### src/wsi_pkg.sv
// Shared types and constants for the waypoint step interpolator.
// Used by the controller, datapath, divider, top level and checker; no dependencies.
package wsi_pkg;

    localparam int MAX_WAYPOINTS = 16;
    localparam int IDX_W         = $clog2(MAX_WAYPOINTS);
    localparam int CNT_W         = $clog2(MAX_WAYPOINTS + 1);
    localparam int COORD_W       = 32;
    localparam int STEPS_W       = 16;
    localparam int DIVIDEND_W    = COORD_W + 1;
    localparam int ITER_W        = $clog2(DIVIDEND_W + 1);
    localparam int REQ_W         = 2;
    localparam int STATUS_W      = 2;
    localparam int CFG_IDX_W     = 1;

    localparam logic [CFG_IDX_W-1:0] CFG_LOOP_ENABLE = CFG_IDX_W'(0);
    localparam logic [CFG_IDX_W-1:0] CFG_CONNECT_END = CFG_IDX_W'(1);

    typedef enum logic [REQ_W-1:0] {
        REQ_CLEAR   = 2'd0,
        REQ_APPEND  = 2'd1,
        REQ_RESTART = 2'd2,
        REQ_STEP    = 2'd3
    } t_req;

    typedef enum logic [STATUS_W-1:0] {
        ST_OK         = 2'd0,
        ST_EMPTY      = 2'd1,
        ST_ZERO_STEPS = 2'd2,
        ST_FULL       = 2'd3
    } t_status;

    typedef enum logic [2:0] {
        S_IDLE,
        S_DECODE,
        S_RD_SRC,
        S_RD_TGT,
        S_DIVIDE,
        S_OUT
    } t_state;

    typedef enum logic [1:0] {
        RD_CUR,
        RD_ZERO,
        RD_NEXT
    } t_rd_sel;

    typedef enum logic [1:0] {
        OUT_ZERO,
        OUT_RD,
        OUT_DELTA,
        OUT_DIV
    } t_out_sel;

    typedef enum logic [1:0] {
        ACT_NONE,
        ACT_ADVANCE,
        ACT_SEGMENT,
        ACT_RESTART
    } t_act;

    typedef struct packed {
        logic signed [COORD_W-1:0] x;
        logic signed [COORD_W-1:0] y;
        logic signed [COORD_W-1:0] z;
        logic        [STEPS_W-1:0] steps;
    } t_wp;

    typedef struct packed {
        logic     capture;
        logic     clear;
        logic     append;
        logic     rd_en;
        t_rd_sel  rd_sel;
        logic     hold_src;
        logic     div_start;
        logic     div_by_one;
        logic     load_out;
        t_out_sel out_sel;
        t_status  out_status;
        t_act     act;
    } t_cmd;

    typedef struct packed {
        t_req req;
        logic full;
        logic empty;
        logic need_seg;
        logic at_end;
        logic loop_en;
        logic connect;
        logic tgt_zero;
        logic div_busy;
        logic out_free;
    } t_stat;

endpackage

### src/waypoint_step_interpolator.sv
// Top level of the 3D waypoint step interpolator.
// Joins wsi_ctrl and wsi_datapath; depends on wsi_pkg.
//
// Usage
//   Input channel (i_in_valid / o_in_ready) carries one request: clear, append a
//   waypoint (Q16.16 x, y, z and a step count), restart at the first waypoint, or
//   step. Each request yields exactly one transfer on the output channel
//   (o_out_valid / i_out_ready): start point on restart, per-step delta on a
//   step, else zeros, with a status (ok, empty path, zero step count, table full).
//   Configuration (loop_enable, connect_end) must be written through i_cfg_we /
//   i_cfg_idx / i_cfg_data while the block is idle; the block does not enforce it.
// Sequencing (one request at a time)
//   Clear, append and requests on an empty path go straight to output; restart
//   and a step inside a segment read one waypoint; a step that enters a new
//   segment or jumps to the head also reads the target and waits for the one-bit
//   iterations of the three divider lanes, which run side by side. Table reads
//   use one registered read port, so source and target come on successive cycles.
// Reset and stalls
//   Reset empties the path, puts it at its first vertex and clears the deltas
//   and configuration; the waypoint table itself is not cleared. A result waits
//   in the output register while the receiver stalls; the next request is still
//   taken and worked on, and holds in its output state until the register frees.
module waypoint_step_interpolator (
    input  logic                                  i_clk,
    input  logic                                  i_rst_n,
    input  logic                                  i_cfg_we,
    input  logic [wsi_pkg::CFG_IDX_W-1:0]         i_cfg_idx,
    input  logic                                  i_cfg_data,
    input  logic                                  i_in_valid,
    output logic                                  o_in_ready,
    input  logic [wsi_pkg::REQ_W-1:0]             i_req_type,
    input  logic signed [wsi_pkg::COORD_W-1:0]    i_in_x,
    input  logic signed [wsi_pkg::COORD_W-1:0]    i_in_y,
    input  logic signed [wsi_pkg::COORD_W-1:0]    i_in_z,
    input  logic [wsi_pkg::STEPS_W-1:0]           i_in_steps,
    output logic                                  o_out_valid,
    input  logic                                  i_out_ready,
    output logic signed [wsi_pkg::COORD_W-1:0]    o_out_x,
    output logic signed [wsi_pkg::COORD_W-1:0]    o_out_y,
    output logic signed [wsi_pkg::COORD_W-1:0]    o_out_z,
    output logic [wsi_pkg::STATUS_W-1:0]          o_status
);

    // Commands run from controller to datapath, status flags back
    wsi_pkg::t_cmd  w_cmd;
    wsi_pkg::t_stat w_stat;

    wsi_ctrl u_ctrl (
        .i_clk      (i_clk),
        .i_rst_n    (i_rst_n),
        .i_in_valid (i_in_valid),
        .o_in_ready (o_in_ready),
        .i_stat     (w_stat),
        .o_cmd      (w_cmd)
    );

    wsi_datapath u_datapath (
        .i_clk       (i_clk),
        .i_rst_n     (i_rst_n),
        .i_cmd       (w_cmd),
        .o_stat      (w_stat),
        .i_cfg_we    (i_cfg_we),
        .i_cfg_idx   (i_cfg_idx),
        .i_cfg_data  (i_cfg_data),
        .i_req_type  (i_req_type),
        .i_in_x      (i_in_x),
        .i_in_y      (i_in_y),
        .i_in_z      (i_in_z),
        .i_in_steps  (i_in_steps),
        .o_out_valid (o_out_valid),
        .i_out_ready (i_out_ready),
        .o_out_x     (o_out_x),
        .o_out_y     (o_out_y),
        .o_out_z     (o_out_z),
        .o_status    (o_status)
    );

endmodule

### src/wsi_div.sv
// Iterative signed divider: 33-bit dividend by 16-bit unsigned divisor, one bit a cycle.
// Truncates toward zero and saturates the quotient to 32 bits. Depends on wsi_pkg.
module wsi_div (
    input  logic                                     i_clk,
    input  logic                                     i_rst_n,
    input  logic                                     i_start,
    input  logic signed [wsi_pkg::DIVIDEND_W-1:0]    i_dividend,
    input  logic        [wsi_pkg::STEPS_W-1:0]       i_divisor,
    output logic                                     o_busy,
    output logic signed [wsi_pkg::COORD_W-1:0]       o_quot
);

    localparam int DW = wsi_pkg::DIVIDEND_W;
    localparam int SW = wsi_pkg::STEPS_W;
    localparam int CW = wsi_pkg::COORD_W;
    localparam logic [DW-1:0] MAG_MAX_POS = {2'b00, {(CW-1){1'b1}}};
    localparam logic [DW-1:0] MAG_MAX_NEG = {2'b01, {(CW-1){1'b0}}};

    logic                          r_busy;
    logic                          r_neg;
    logic [DW-1:0]                 r_q;
    logic [SW-1:0]                 r_rem;
    logic [SW-1:0]                 r_div;
    logic [wsi_pkg::ITER_W-1:0]    r_iter;

    logic [DW-1:0] w_mag;
    logic [SW:0]   w_shift;
    logic [SW:0]   w_sub;
    logic          w_ge;
    logic [DW-1:0] w_neg_q;

    assign w_mag   = i_dividend[DW-1] ? (~i_dividend + DW'(1)) : i_dividend;
    assign w_shift = {r_rem, r_q[DW-1]};
    assign w_ge    = w_shift >= {1'b0, r_div};
    assign w_sub   = w_shift - {1'b0, r_div};
    assign w_neg_q = ~r_q + DW'(1);

    always_ff @(posedge i_clk) begin
        if (!i_rst_n) begin
            r_busy <= 1'b0;
        end else if (i_start) begin
            r_busy <= 1'b1;
        end else if (r_busy && r_iter == wsi_pkg::ITER_W'(1)) begin
            r_busy <= 1'b0;
        end
    end

    always_ff @(posedge i_clk) begin
        if (i_start) begin
            r_neg  <= i_dividend[DW-1];
            r_q    <= w_mag;
            r_rem  <= '0;
            r_div  <= i_divisor;
            r_iter <= wsi_pkg::ITER_W'(DW);
        end else if (r_busy) begin
            r_rem  <= w_ge ? w_sub[SW-1:0] : w_shift[SW-1:0];
            r_q    <= {r_q[DW-2:0], w_ge};
            r_iter <= r_iter - wsi_pkg::ITER_W'(1);
        end
    end

    // Saturate the signed quotient to the coordinate range
    always_comb begin
        if (r_neg) begin
            o_quot = (r_q > MAG_MAX_NEG) ? {1'b1, {(CW-1){1'b0}}} : w_neg_q[CW-1:0];
        end else begin
            o_quot = (r_q > MAG_MAX_POS) ? {1'b0, {(CW-1){1'b1}}} : r_q[CW-1:0];
        end
    end

    assign o_busy = r_busy;

endmodule

### src/wsi_datapath.sv
// Datapath: waypoint table, path state, three divider lanes and the result register.
// Driven by wsi_ctrl through t_cmd; depends on wsi_pkg and wsi_div.
module wsi_datapath (
    input  logic                                  i_clk,
    input  logic                                  i_rst_n,
    input  wsi_pkg::t_cmd                         i_cmd,
    output wsi_pkg::t_stat                        o_stat,
    input  logic                                  i_cfg_we,
    input  logic [wsi_pkg::CFG_IDX_W-1:0]         i_cfg_idx,
    input  logic                                  i_cfg_data,
    input  logic [wsi_pkg::REQ_W-1:0]             i_req_type,
    input  logic signed [wsi_pkg::COORD_W-1:0]    i_in_x,
    input  logic signed [wsi_pkg::COORD_W-1:0]    i_in_y,
    input  logic signed [wsi_pkg::COORD_W-1:0]    i_in_z,
    input  logic [wsi_pkg::STEPS_W-1:0]           i_in_steps,
    output logic                                  o_out_valid,
    input  logic                                  i_out_ready,
    output logic signed [wsi_pkg::COORD_W-1:0]    o_out_x,
    output logic signed [wsi_pkg::COORD_W-1:0]    o_out_y,
    output logic signed [wsi_pkg::COORD_W-1:0]    o_out_z,
    output logic [wsi_pkg::STATUS_W-1:0]          o_status
);

    localparam int IW = wsi_pkg::IDX_W;
    localparam int NW = wsi_pkg::CNT_W;
    localparam int CW = wsi_pkg::COORD_W;
    localparam int SW = wsi_pkg::STEPS_W;
    localparam int DW = wsi_pkg::DIVIDEND_W;

    wsi_pkg::t_wp mem [wsi_pkg::MAX_WAYPOINTS];

    wsi_pkg::t_req         r_req;
    wsi_pkg::t_wp          r_in;
    wsi_pkg::t_wp          r_rd;
    wsi_pkg::t_wp          r_src;
    logic [IW-1:0]         r_rd_addr;
    logic [IW-1:0]         r_tgt;
    logic [NW-1:0]         r_cnt;
    logic [IW-1:0]         r_seg;
    logic [SW-1:0]         r_ctr;
    logic                  r_at_vertex;
    logic signed [CW-1:0]  r_dx, r_dy, r_dz;
    logic                  r_loop, r_connect;
    logic                  r_out_valid;
    logic signed [CW-1:0]  r_out_x, r_out_y, r_out_z;
    wsi_pkg::t_status      r_out_status;

    logic [NW-1:0]         w_cnt_m1;
    logic [IW-1:0]         w_cur;
    logic [IW-1:0]         w_rd_addr;
    logic                  w_tgt_zero;
    logic [SW-1:0]         w_divisor;
    logic signed [DW-1:0]  w_diff_x, w_diff_y, w_diff_z;
    logic signed [CW-1:0]  w_qx, w_qy, w_qz;
    logic                  w_busy_x, w_busy_y, w_busy_z;

    // Current segment, clamped to the last waypoint
    assign w_cnt_m1 = r_cnt - NW'(1);
    assign w_cur    = ({1'b0, r_seg} >= r_cnt) ? w_cnt_m1[IW-1:0] : r_seg;

    always_comb begin
        case (i_cmd.rd_sel)
            wsi_pkg::RD_CUR:  w_rd_addr = w_cur;
            wsi_pkg::RD_ZERO: w_rd_addr = '0;
            wsi_pkg::RD_NEXT: w_rd_addr = w_cur + IW'(1);
            default:          w_rd_addr = w_cur;
        endcase
    end

    assign w_tgt_zero = r_rd.steps == '0;
    assign w_divisor  = (i_cmd.div_by_one || w_tgt_zero) ? SW'(1) : r_rd.steps;
    assign w_diff_x   = {r_rd.x[CW-1], r_rd.x} - {r_src.x[CW-1], r_src.x};
    assign w_diff_y   = {r_rd.y[CW-1], r_rd.y} - {r_src.y[CW-1], r_src.y};
    assign w_diff_z   = {r_rd.z[CW-1], r_rd.z} - {r_src.z[CW-1], r_src.z};

    wsi_div u_div_x (
        .i_clk(i_clk), .i_rst_n(i_rst_n), .i_start(i_cmd.div_start),
        .i_dividend(w_diff_x), .i_divisor(w_divisor), .o_busy(w_busy_x), .o_quot(w_qx)
    );
    wsi_div u_div_y (
        .i_clk(i_clk), .i_rst_n(i_rst_n), .i_start(i_cmd.div_start),
        .i_dividend(w_diff_y), .i_divisor(w_divisor), .o_busy(w_busy_y), .o_quot(w_qy)
    );
    wsi_div u_div_z (
        .i_clk(i_clk), .i_rst_n(i_rst_n), .i_start(i_cmd.div_start),
        .i_dividend(w_diff_z), .i_divisor(w_divisor), .o_busy(w_busy_z), .o_quot(w_qz)
    );

    // Waypoint table: one write port, one registered read port
    always_ff @(posedge i_clk) begin
        if (i_cmd.append) begin
            mem[r_cnt[IW-1:0]] <= r_in;
        end
        if (i_cmd.rd_en) begin
            r_rd      <= mem[w_rd_addr];
            r_rd_addr <= w_rd_addr;
        end
    end

    // Request capture and segment endpoints
    always_ff @(posedge i_clk) begin
        if (i_cmd.capture) begin
            r_req       <= wsi_pkg::t_req'(i_req_type);
            r_in.x      <= i_in_x;
            r_in.y      <= i_in_y;
            r_in.z      <= i_in_z;
            r_in.steps  <= i_in_steps;
        end
        if (i_cmd.hold_src) begin
            r_src <= r_rd;
        end
        if (i_cmd.div_start) begin
            r_tgt <= r_rd_addr;
        end
    end

    // Path state
    always_ff @(posedge i_clk) begin
        if (!i_rst_n) begin
            r_cnt       <= '0;
            r_seg       <= '0;
            r_ctr       <= '0;
            r_at_vertex <= 1'b1;
            r_dx        <= '0;
            r_dy        <= '0;
            r_dz        <= '0;
        end else if (i_cmd.clear) begin
            r_cnt       <= '0;
            r_seg       <= '0;
            r_ctr       <= '0;
            r_at_vertex <= 1'b1;
            r_dx        <= '0;
            r_dy        <= '0;
            r_dz        <= '0;
        end else begin
            if (i_cmd.append) begin
                r_cnt <= r_cnt + NW'(1);
            end
            case (i_cmd.act)
                wsi_pkg::ACT_ADVANCE: begin
                    r_ctr <= r_ctr + SW'(1);
                end
                wsi_pkg::ACT_SEGMENT: begin
                    r_dx        <= w_qx;
                    r_dy        <= w_qy;
                    r_dz        <= w_qz;
                    r_seg       <= r_tgt;
                    r_ctr       <= SW'(1);
                    r_at_vertex <= 1'b0;
                end
                wsi_pkg::ACT_RESTART: begin
                    r_seg       <= '0;
                    r_ctr       <= '0;
                    r_at_vertex <= 1'b1;
                end
                default: begin
                end
            endcase
        end
    end

    always_ff @(posedge i_clk) begin
        if (!i_rst_n) begin
            r_loop    <= 1'b0;
            r_connect <= 1'b0;
        end else if (i_cfg_we) begin
            if (i_cfg_idx == wsi_pkg::CFG_LOOP_ENABLE) begin
                r_loop <= i_cfg_data;
            end
            if (i_cfg_idx == wsi_pkg::CFG_CONNECT_END) begin
                r_connect <= i_cfg_data;
            end
        end
    end

    // Result register
    always_ff @(posedge i_clk) begin
        if (!i_rst_n) begin
            r_out_valid <= 1'b0;
        end else if (i_cmd.load_out) begin
            r_out_valid <= 1'b1;
        end else if (i_out_ready) begin
            r_out_valid <= 1'b0;
        end
    end

    always_ff @(posedge i_clk) begin
        if (i_cmd.load_out) begin
            r_out_status <= i_cmd.out_status;
            case (i_cmd.out_sel)
                wsi_pkg::OUT_RD: begin
                    r_out_x <= r_rd.x;
                    r_out_y <= r_rd.y;
                    r_out_z <= r_rd.z;
                end
                wsi_pkg::OUT_DELTA: begin
                    r_out_x <= r_dx;
                    r_out_y <= r_dy;
                    r_out_z <= r_dz;
                end
                wsi_pkg::OUT_DIV: begin
                    r_out_x <= w_qx;
                    r_out_y <= w_qy;
                    r_out_z <= w_qz;
                end
                default: begin
                    r_out_x <= '0;
                    r_out_y <= '0;
                    r_out_z <= '0;
                end
            endcase
        end
    end

    assign o_stat.req      = r_req;
    assign o_stat.full     = r_cnt >= NW'(wsi_pkg::MAX_WAYPOINTS);
    assign o_stat.empty    = r_cnt == '0;
    assign o_stat.need_seg = r_at_vertex || (r_ctr >= r_rd.steps);
    assign o_stat.at_end   = ({1'b0, w_cur} + NW'(1)) >= r_cnt;
    assign o_stat.loop_en  = r_loop;
    assign o_stat.connect  = r_connect;
    assign o_stat.tgt_zero = w_tgt_zero;
    assign o_stat.div_busy = w_busy_x || w_busy_y || w_busy_z;
    assign o_stat.out_free = !r_out_valid || i_out_ready;

    assign o_out_valid = r_out_valid;
    assign o_out_x     = r_out_x;
    assign o_out_y     = r_out_y;
    assign o_out_z     = r_out_z;
    assign o_status    = r_out_status;

endmodule

### src/wsi_ctrl.sv
// Controller: sequences one request at a time through table reads, division and output.
// Talks to wsi_datapath through t_cmd and t_stat; depends on wsi_pkg.
module wsi_ctrl (
    input  logic           i_clk,
    input  logic           i_rst_n,
    input  logic           i_in_valid,
    output logic           o_in_ready,
    input  wsi_pkg::t_stat i_stat,
    output wsi_pkg::t_cmd  o_cmd
);

    wsi_pkg::t_state   r_state, n_state;
    wsi_pkg::t_status  r_status, n_status;
    wsi_pkg::t_out_sel r_osel, n_osel;
    wsi_pkg::t_act     r_act, n_act;
    logic              r_jump, n_jump;

    always_ff @(posedge i_clk) begin
        if (!i_rst_n) begin
            r_state  <= wsi_pkg::S_IDLE;
            r_status <= wsi_pkg::ST_OK;
            r_osel   <= wsi_pkg::OUT_ZERO;
            r_act    <= wsi_pkg::ACT_NONE;
            r_jump   <= 1'b0;
        end else begin
            r_state  <= n_state;
            r_status <= n_status;
            r_osel   <= n_osel;
            r_act    <= n_act;
            r_jump   <= n_jump;
        end
    end

    always_comb begin
        n_state  = r_state;
        n_status = r_status;
        n_osel   = r_osel;
        n_act    = r_act;
        n_jump   = r_jump;
        o_cmd            = '0;
        o_cmd.rd_sel     = wsi_pkg::RD_CUR;
        o_cmd.out_sel    = r_osel;
        o_cmd.out_status = r_status;
        o_cmd.act        = wsi_pkg::ACT_NONE;
        o_cmd.div_by_one = r_jump;
        o_in_ready       = 1'b0;

        case (r_state)
            wsi_pkg::S_IDLE: begin
                o_in_ready = 1'b1;
                if (i_in_valid) begin
                    o_cmd.capture = 1'b1;
                    n_state       = wsi_pkg::S_DECODE;
                end
            end

            wsi_pkg::S_DECODE: begin
                n_status = wsi_pkg::ST_OK;
                n_osel   = wsi_pkg::OUT_ZERO;
                n_act    = wsi_pkg::ACT_NONE;
                n_jump   = 1'b0;
                case (i_stat.req)
                    wsi_pkg::REQ_CLEAR: begin
                        o_cmd.clear = 1'b1;
                        n_state     = wsi_pkg::S_OUT;
                    end
                    wsi_pkg::REQ_APPEND: begin
                        if (i_stat.full) begin
                            n_status = wsi_pkg::ST_FULL;
                        end else begin
                            o_cmd.append = 1'b1;
                        end
                        n_state = wsi_pkg::S_OUT;
                    end
                    default: begin
                        if (i_stat.empty) begin
                            n_status = wsi_pkg::ST_EMPTY;
                            n_state  = wsi_pkg::S_OUT;
                        end else begin
                            o_cmd.rd_en  = 1'b1;
                            o_cmd.rd_sel = (i_stat.req == wsi_pkg::REQ_RESTART) ?
                                           wsi_pkg::RD_ZERO : wsi_pkg::RD_CUR;
                            n_state      = wsi_pkg::S_RD_SRC;
                        end
                    end
                endcase
            end

            // Source waypoint (or head, for restart) now in the read register
            wsi_pkg::S_RD_SRC: begin
                if (i_stat.req == wsi_pkg::REQ_RESTART) begin
                    n_osel  = wsi_pkg::OUT_RD;
                    n_act   = wsi_pkg::ACT_RESTART;
                    n_state = wsi_pkg::S_OUT;
                end else if (!i_stat.need_seg) begin
                    n_osel  = wsi_pkg::OUT_DELTA;
                    n_act   = wsi_pkg::ACT_ADVANCE;
                    n_state = wsi_pkg::S_OUT;
                end else if (i_stat.at_end && !i_stat.loop_en) begin
                    n_state = wsi_pkg::S_OUT;
                end else begin
                    o_cmd.hold_src = 1'b1;
                    o_cmd.rd_en    = 1'b1;
                    o_cmd.rd_sel   = i_stat.at_end ? wsi_pkg::RD_ZERO : wsi_pkg::RD_NEXT;
                    n_jump         = i_stat.at_end && !i_stat.connect;
                    n_state        = wsi_pkg::S_RD_TGT;
                end
            end

            wsi_pkg::S_RD_TGT: begin
                o_cmd.div_start = 1'b1;
                n_osel          = wsi_pkg::OUT_DIV;
                if (r_jump) begin
                    n_act = wsi_pkg::ACT_RESTART;
                end else begin
                    n_act    = wsi_pkg::ACT_SEGMENT;
                    n_status = i_stat.tgt_zero ? wsi_pkg::ST_ZERO_STEPS : wsi_pkg::ST_OK;
                end
                n_state = wsi_pkg::S_DIVIDE;
            end

            wsi_pkg::S_DIVIDE: begin
                if (!i_stat.div_busy) begin
                    n_state = wsi_pkg::S_OUT;
                end
            end

            wsi_pkg::S_OUT: begin
                if (i_stat.out_free) begin
                    o_cmd.load_out = 1'b1;
                    o_cmd.act      = r_act;
                    n_state        = wsi_pkg::S_IDLE;
                end
            end

            default: begin
                n_state = wsi_pkg::S_IDLE;
            end
        endcase
    end

endmodule

### config.mk
export PLATFORM = sky130hd
export DESIGN_NAME = waypoint_step_interpolator
export DESIGN_NICKNAME = d
export VERILOG_FILES = /design/src/wsi_pkg.sv /design/src/waypoint_step_interpolator.sv /design/src/wsi_div.sv /design/src/wsi_datapath.sv /design/src/wsi_ctrl.sv
export SDC_FILE = /design/constraint.sdc
export NUM_CORES = 2
export LEC_CHECK = 0
export BUFFER_PORTS_ARGS = -buffer_cell sky130_fd_sc_hd__buf_4
export CORE_ASPECT_RATIO = 0.7
export CORE_UTILIZATION = 47
export DETAILED_ROUTE_END_ITERATION = 8
export MAX_ROUTING_LAYER = met4
export PLACE_DENSITY_LB_ADDON = 0.08
export SLEW_MARGIN = 20
export SYNTH_ARGS = -nofsm -noshare
export SYNTH_HDL_FRONTEND = slang
export SYNTH_SLANG_ARGS = --single-unit
### constraint.sdc
create_clock -name i_clk -period 33.1 [get_ports i_clk]
set_input_delay 1.655 -clock i_clk [delete_from_list [all_inputs] [get_ports i_clk]]
set_output_delay 1.655 -clock i_clk [all_outputs]
set_load 0.01 [all_outputs]
==> results <==
- The met1 wire length is ~170 mm.
- Buffers inserted to repair hold after CTS numbered 0.
- The final reports fail on design-rule violations.
- The buffer count from post-CTS setup fixing is 0.
- The detailed-router iteration count before antenna repair is 9.
- For this run, asynchronously set or reset flops after synthesis account for 0.
- The min-delay analysis places its worst path in the category reg2reg.
- The highest metal layer with signal wires is met4.
- The worst setup path is captured at a register.
- The tool flagged a number of max-cap violations equal to 0.
- The arrival time at the worst endpoint is around 11 ns.
- After layout, the minimum clock period comes to about 11 ns.
- The TritonCTS clock tree is yes.
- The placement-stage worst setup slack is between 20 and 25 ns.
- The number of enable flip-flop cells after synthesis is about 2.3k.
- In this run the cell area of the synthesized design comes to between 100000 and 150000 sq um.
- STA puts the critical path data required time at 33.86 ns.
- By area the synthesized netlist is led by edfxtp_1, nand2_1, nand3_1, dfxtp_1, ha_1.
- In the synthesized netlist, the cells that appear most often are edfxtp_1, nand2_1, nand3_1.
- The run finished, with violations left.
- The hold violation count in the final report came to 0.
- Across every metal layer, demand over resource in global routing totals 0.293.
- After floorplanning, the core was divided into 149 placement rows.
- After global routing the overflow that remains totals 0.
- Across all hold checks on the routed design, the worst slack comes to around 0.43 ns.
- The post-detailed-route DRC marker count is 18.
- CTS saw approximately 2.5k sinks.
- Post-CTS repair changed the size of 0 cells.
- The root buffer cell chosen for the clock tree is clkbuf_16.
- In this run the worst path has a maximum fanout of between 150 and 200.
- By instance count, the leading cell after synthesis is edfxtp_1.
- The number of global-route vias before repair is between 70k and 80k.
- IR analysis of the VDD net gives a maximum drop of 0.0508 mV.
- The synthesized area per cell is approximately 12 sq um.
- The H-tree was split into 4 levels.
- Summed over all nets, wire length on met2 after detailed routing comes to approximately 140 mm.
- The synthesized netlist net count is just under 10k.
- The via density per instance is ~6.
- The share of the clock period used by the worst path is 0.322.
- For this run, the top clock speed supported by timing is roughly 94 MHz.
- The detailed placer's ending HPWL is 199 mm.
- The total power density per cell area is between 50 and 60 nW/um^2.
- After the last flow step, the layout net total stands at 9786.
- Entering global routing, the biggest net connects roughly 180 pins.
- For the pin with the worst max-slew slack, the measured transition is between 1 and 1.5 ns.
- The first global-routing pass estimated just over 500 mm of wire.
- For this configuration, the core starts out at a cell density of 0.475.
- The share of post-route cells with drive strength above 1 is 0.0828.
- The clock latency on the worst-skew pair is 0.96 ns.
- Yosys printed 0 warnings.
- Pin placement for this block handled between 200 and 250 I/O pins.
- Clock-pin slew was measured on the worst setup and hold paths at ~0.06 ns.
- The final worst-path setup slack is 22.44 ns.
- The placer's final routability congestion estimate is 0.904.
- Counting along the longest clock path gives a buffer depth of 4.
- TritonCTS created 247 clock buffers.
- Adding up every negative setup slack in the final design gives 0 ns.
- The number of cells produced by synthesis is around 9.5k.
- The core area is 237000 sq um.
- The total wire length after detailed routing is roughly 350 mm.
- The leading area contributor after synthesis is edfxtp_1.
- Counting distinct cell types in the post-synthesis netlist gives 95.
- The number of antenna violations at the first check in global routing was 24.
- The post-synthesis to final-layout area growth is 11.1%.
- The number of routed nets with antenna violations is 0.
- The category of the most critical setup path is reg2reg.
- Synthesis inferred 2541 register bits.
- The primary flip-flop cell chosen by synthesis mapping is edfxtp_1.
- The worst-case clock skew is 0.125 ns.
- The die is just over 400 um tall.
- The number of buffer cells added on primary ports is 220.
- In this run the tightest slew margin relative to its limit is 0.246.
- Setup repair after global routing left no endpoint under its margin.
- The critical path startpoint category is a register.
- The floorplan step set the die width to 587 um.
- The overall via count from detail_route is roughly 79k.
- Of the post-synthesis cell area, the dominant cell type holds 0.624.
- The final count of negative-setup-slack endpoints is 0.
- The detailed router finished its first iteration with ~9.6k violations.
- The static power due to leakage is between 40 and 50 nW.
- After detailed routing, the average wire length per cell comes to around 27 um.
- The routed design uses ~34 mm of met3 wire.
- For this run, the register share of the synthesized area comes to 0.660.
- The max-slew violation count is 0.
- The die area is roughly 240000 sq um.
report_power, final:
| group | leakage (nW) | switching [W] | internal [W] |
|---|---|---|---|
| Clock | 3.78 | 0.00124 | 0.00155 |
| Sequential | 22.8 | 0.0000751 | 0.00358 |
| Combinational | 16.3 | 0.000389 | 0.000187 |
| Total | 42.9 | 0.00170 | 0.00531 |
cells in the final DEF, fill, tap and decap left out, types with 131 or more instances in the layout:
| master | n |
|---|---|
| a21oi_1 | 351 |
| a221oi_1 | 139 |
| a31oi_1 | 154 |
| and2_1 | 134 |
| buf_4 | 316 |
| clkbuf_16 | 249 |
| dfxtp_1 | 201 |
| edfxtp_1 | 2338 |
| ha_1 | 192 |
| inv_1 | 224 |
| mux2i_1 | 161 |
| nand2_1 | 1725 |
| nand3_1 | 962 |
| nor2_1 | 305 |
| nor3_1 | 131 |
| o21ai_0 | 434 |
flip-flops by register name, indices dropped and copies added (netlist names), 32 cells and up:
signal                  count
u_datapath.r_dz            32
u_datapath.o_out_z         32
u_datapath.u_div_z.r_q     33
u_datapath.o_out_y         32
u_datapath.u_div_x.r_q     33
u_datapath.r_src           96
u_datapath.u_div_y.r_q     33
u_datapath.r_in           112
u_datapath.r_dx            32
u_datapath.mem           1792
u_datapath.r_rd           112
u_datapath.r_dy            32
u_datapath.o_out_x         32
final cells by class:
type                            instances  area [sq um]
Clock buffer                          298          6470
Timing Repair Buffer                  338          2800
Antenna cell                           10          25.0
Clock inverter                        143          1270
Fill cell                           20300        112000
Sequential cell                      2541         74300
Multi-Input combinational cell       6109         35400
Tap cell                             3171          3970
Inverter                              230           886
critical path: stages (launching register included):
cell	delay (ns)
dfxtp_1	0.58
ha_1	0.31
nand2b_1	0.14
a21o_1	0.18
a21o_1	0.21
a21oi_1	0.42
o211ai_1	0.18
a211oi_1	0.73
xnor2_1	0.13
ha_1	0.30
nor2b_1	0.11
o21ai_0	0.09
nand2b_1	0.13
inv_1	0.07
and3_1	0.17
ha_1	0.49
nor2b_1	0.14
mux2i_4	0.28
buf_12	0.64
buf_4	0.78
buf_4	0.76
buf_4	0.73
buf_4	0.84
buf_4	0.86
a221oi_1	0.18
a2111oi_0	0.45
a311oi_1	0.10
a31oi_1	0.23
layer usage:
metal	vias up	GRT usage
li1	35600	-
met1	39400	0.453
met2	3523	0.398
met3	469	0.0539
met4	0	0.0621
met5	-	-
final timing paths:
path                                    to  slack (ns)  cells after the start                               from
max          u_datapath.r_rd[98]$_DFFE_PP_       22.44                     27   u_datapath.r_cnt[0]$_SDFFE_PP0P_
min          u_datapath.r_tgt[1]$_DFFE_PP_        0.43                      0  u_datapath.r_rd_addr[1]$_DFFE_PP_
max reg2reg  u_datapath.r_rd[98]$_DFFE_PP_       22.44                     27   u_datapath.r_cnt[0]$_SDFFE_PP0P_
min reg2reg  u_datapath.r_tgt[1]$_DFFE_PP_        0.43                      0  u_datapath.r_rd_addr[1]$_DFFE_PP_
cell families after synthesis:
kind of cell / after synthesis / synth area share
AOI/OAI and AO/OA: 1845 / 0.110
xor gates and xnor gates: 195 / 0.0152
adders and majority gates: 198 / 0.0224
buffers and inverters: 832 / 0.0280
DFF: 2541 / 0.660
muxes: 170 / 0.0152
and+or+nand+nor: 3701 / 0.150
per-stage QoR:
stage	area, sq um	total power, W	util	std cells
after global placement	117000	0.00428	0.495	12400
after CTS	125000	0.00705	0.528	12800
after global routing	125000	0.00723	0.528	12800
after floorplan	113000	0.00407	-	9482
final	125000	0.00701	0.528	12800
after detailed placement	117000	0.00429	0.495	12400
(Power assumes the default switching activity.)
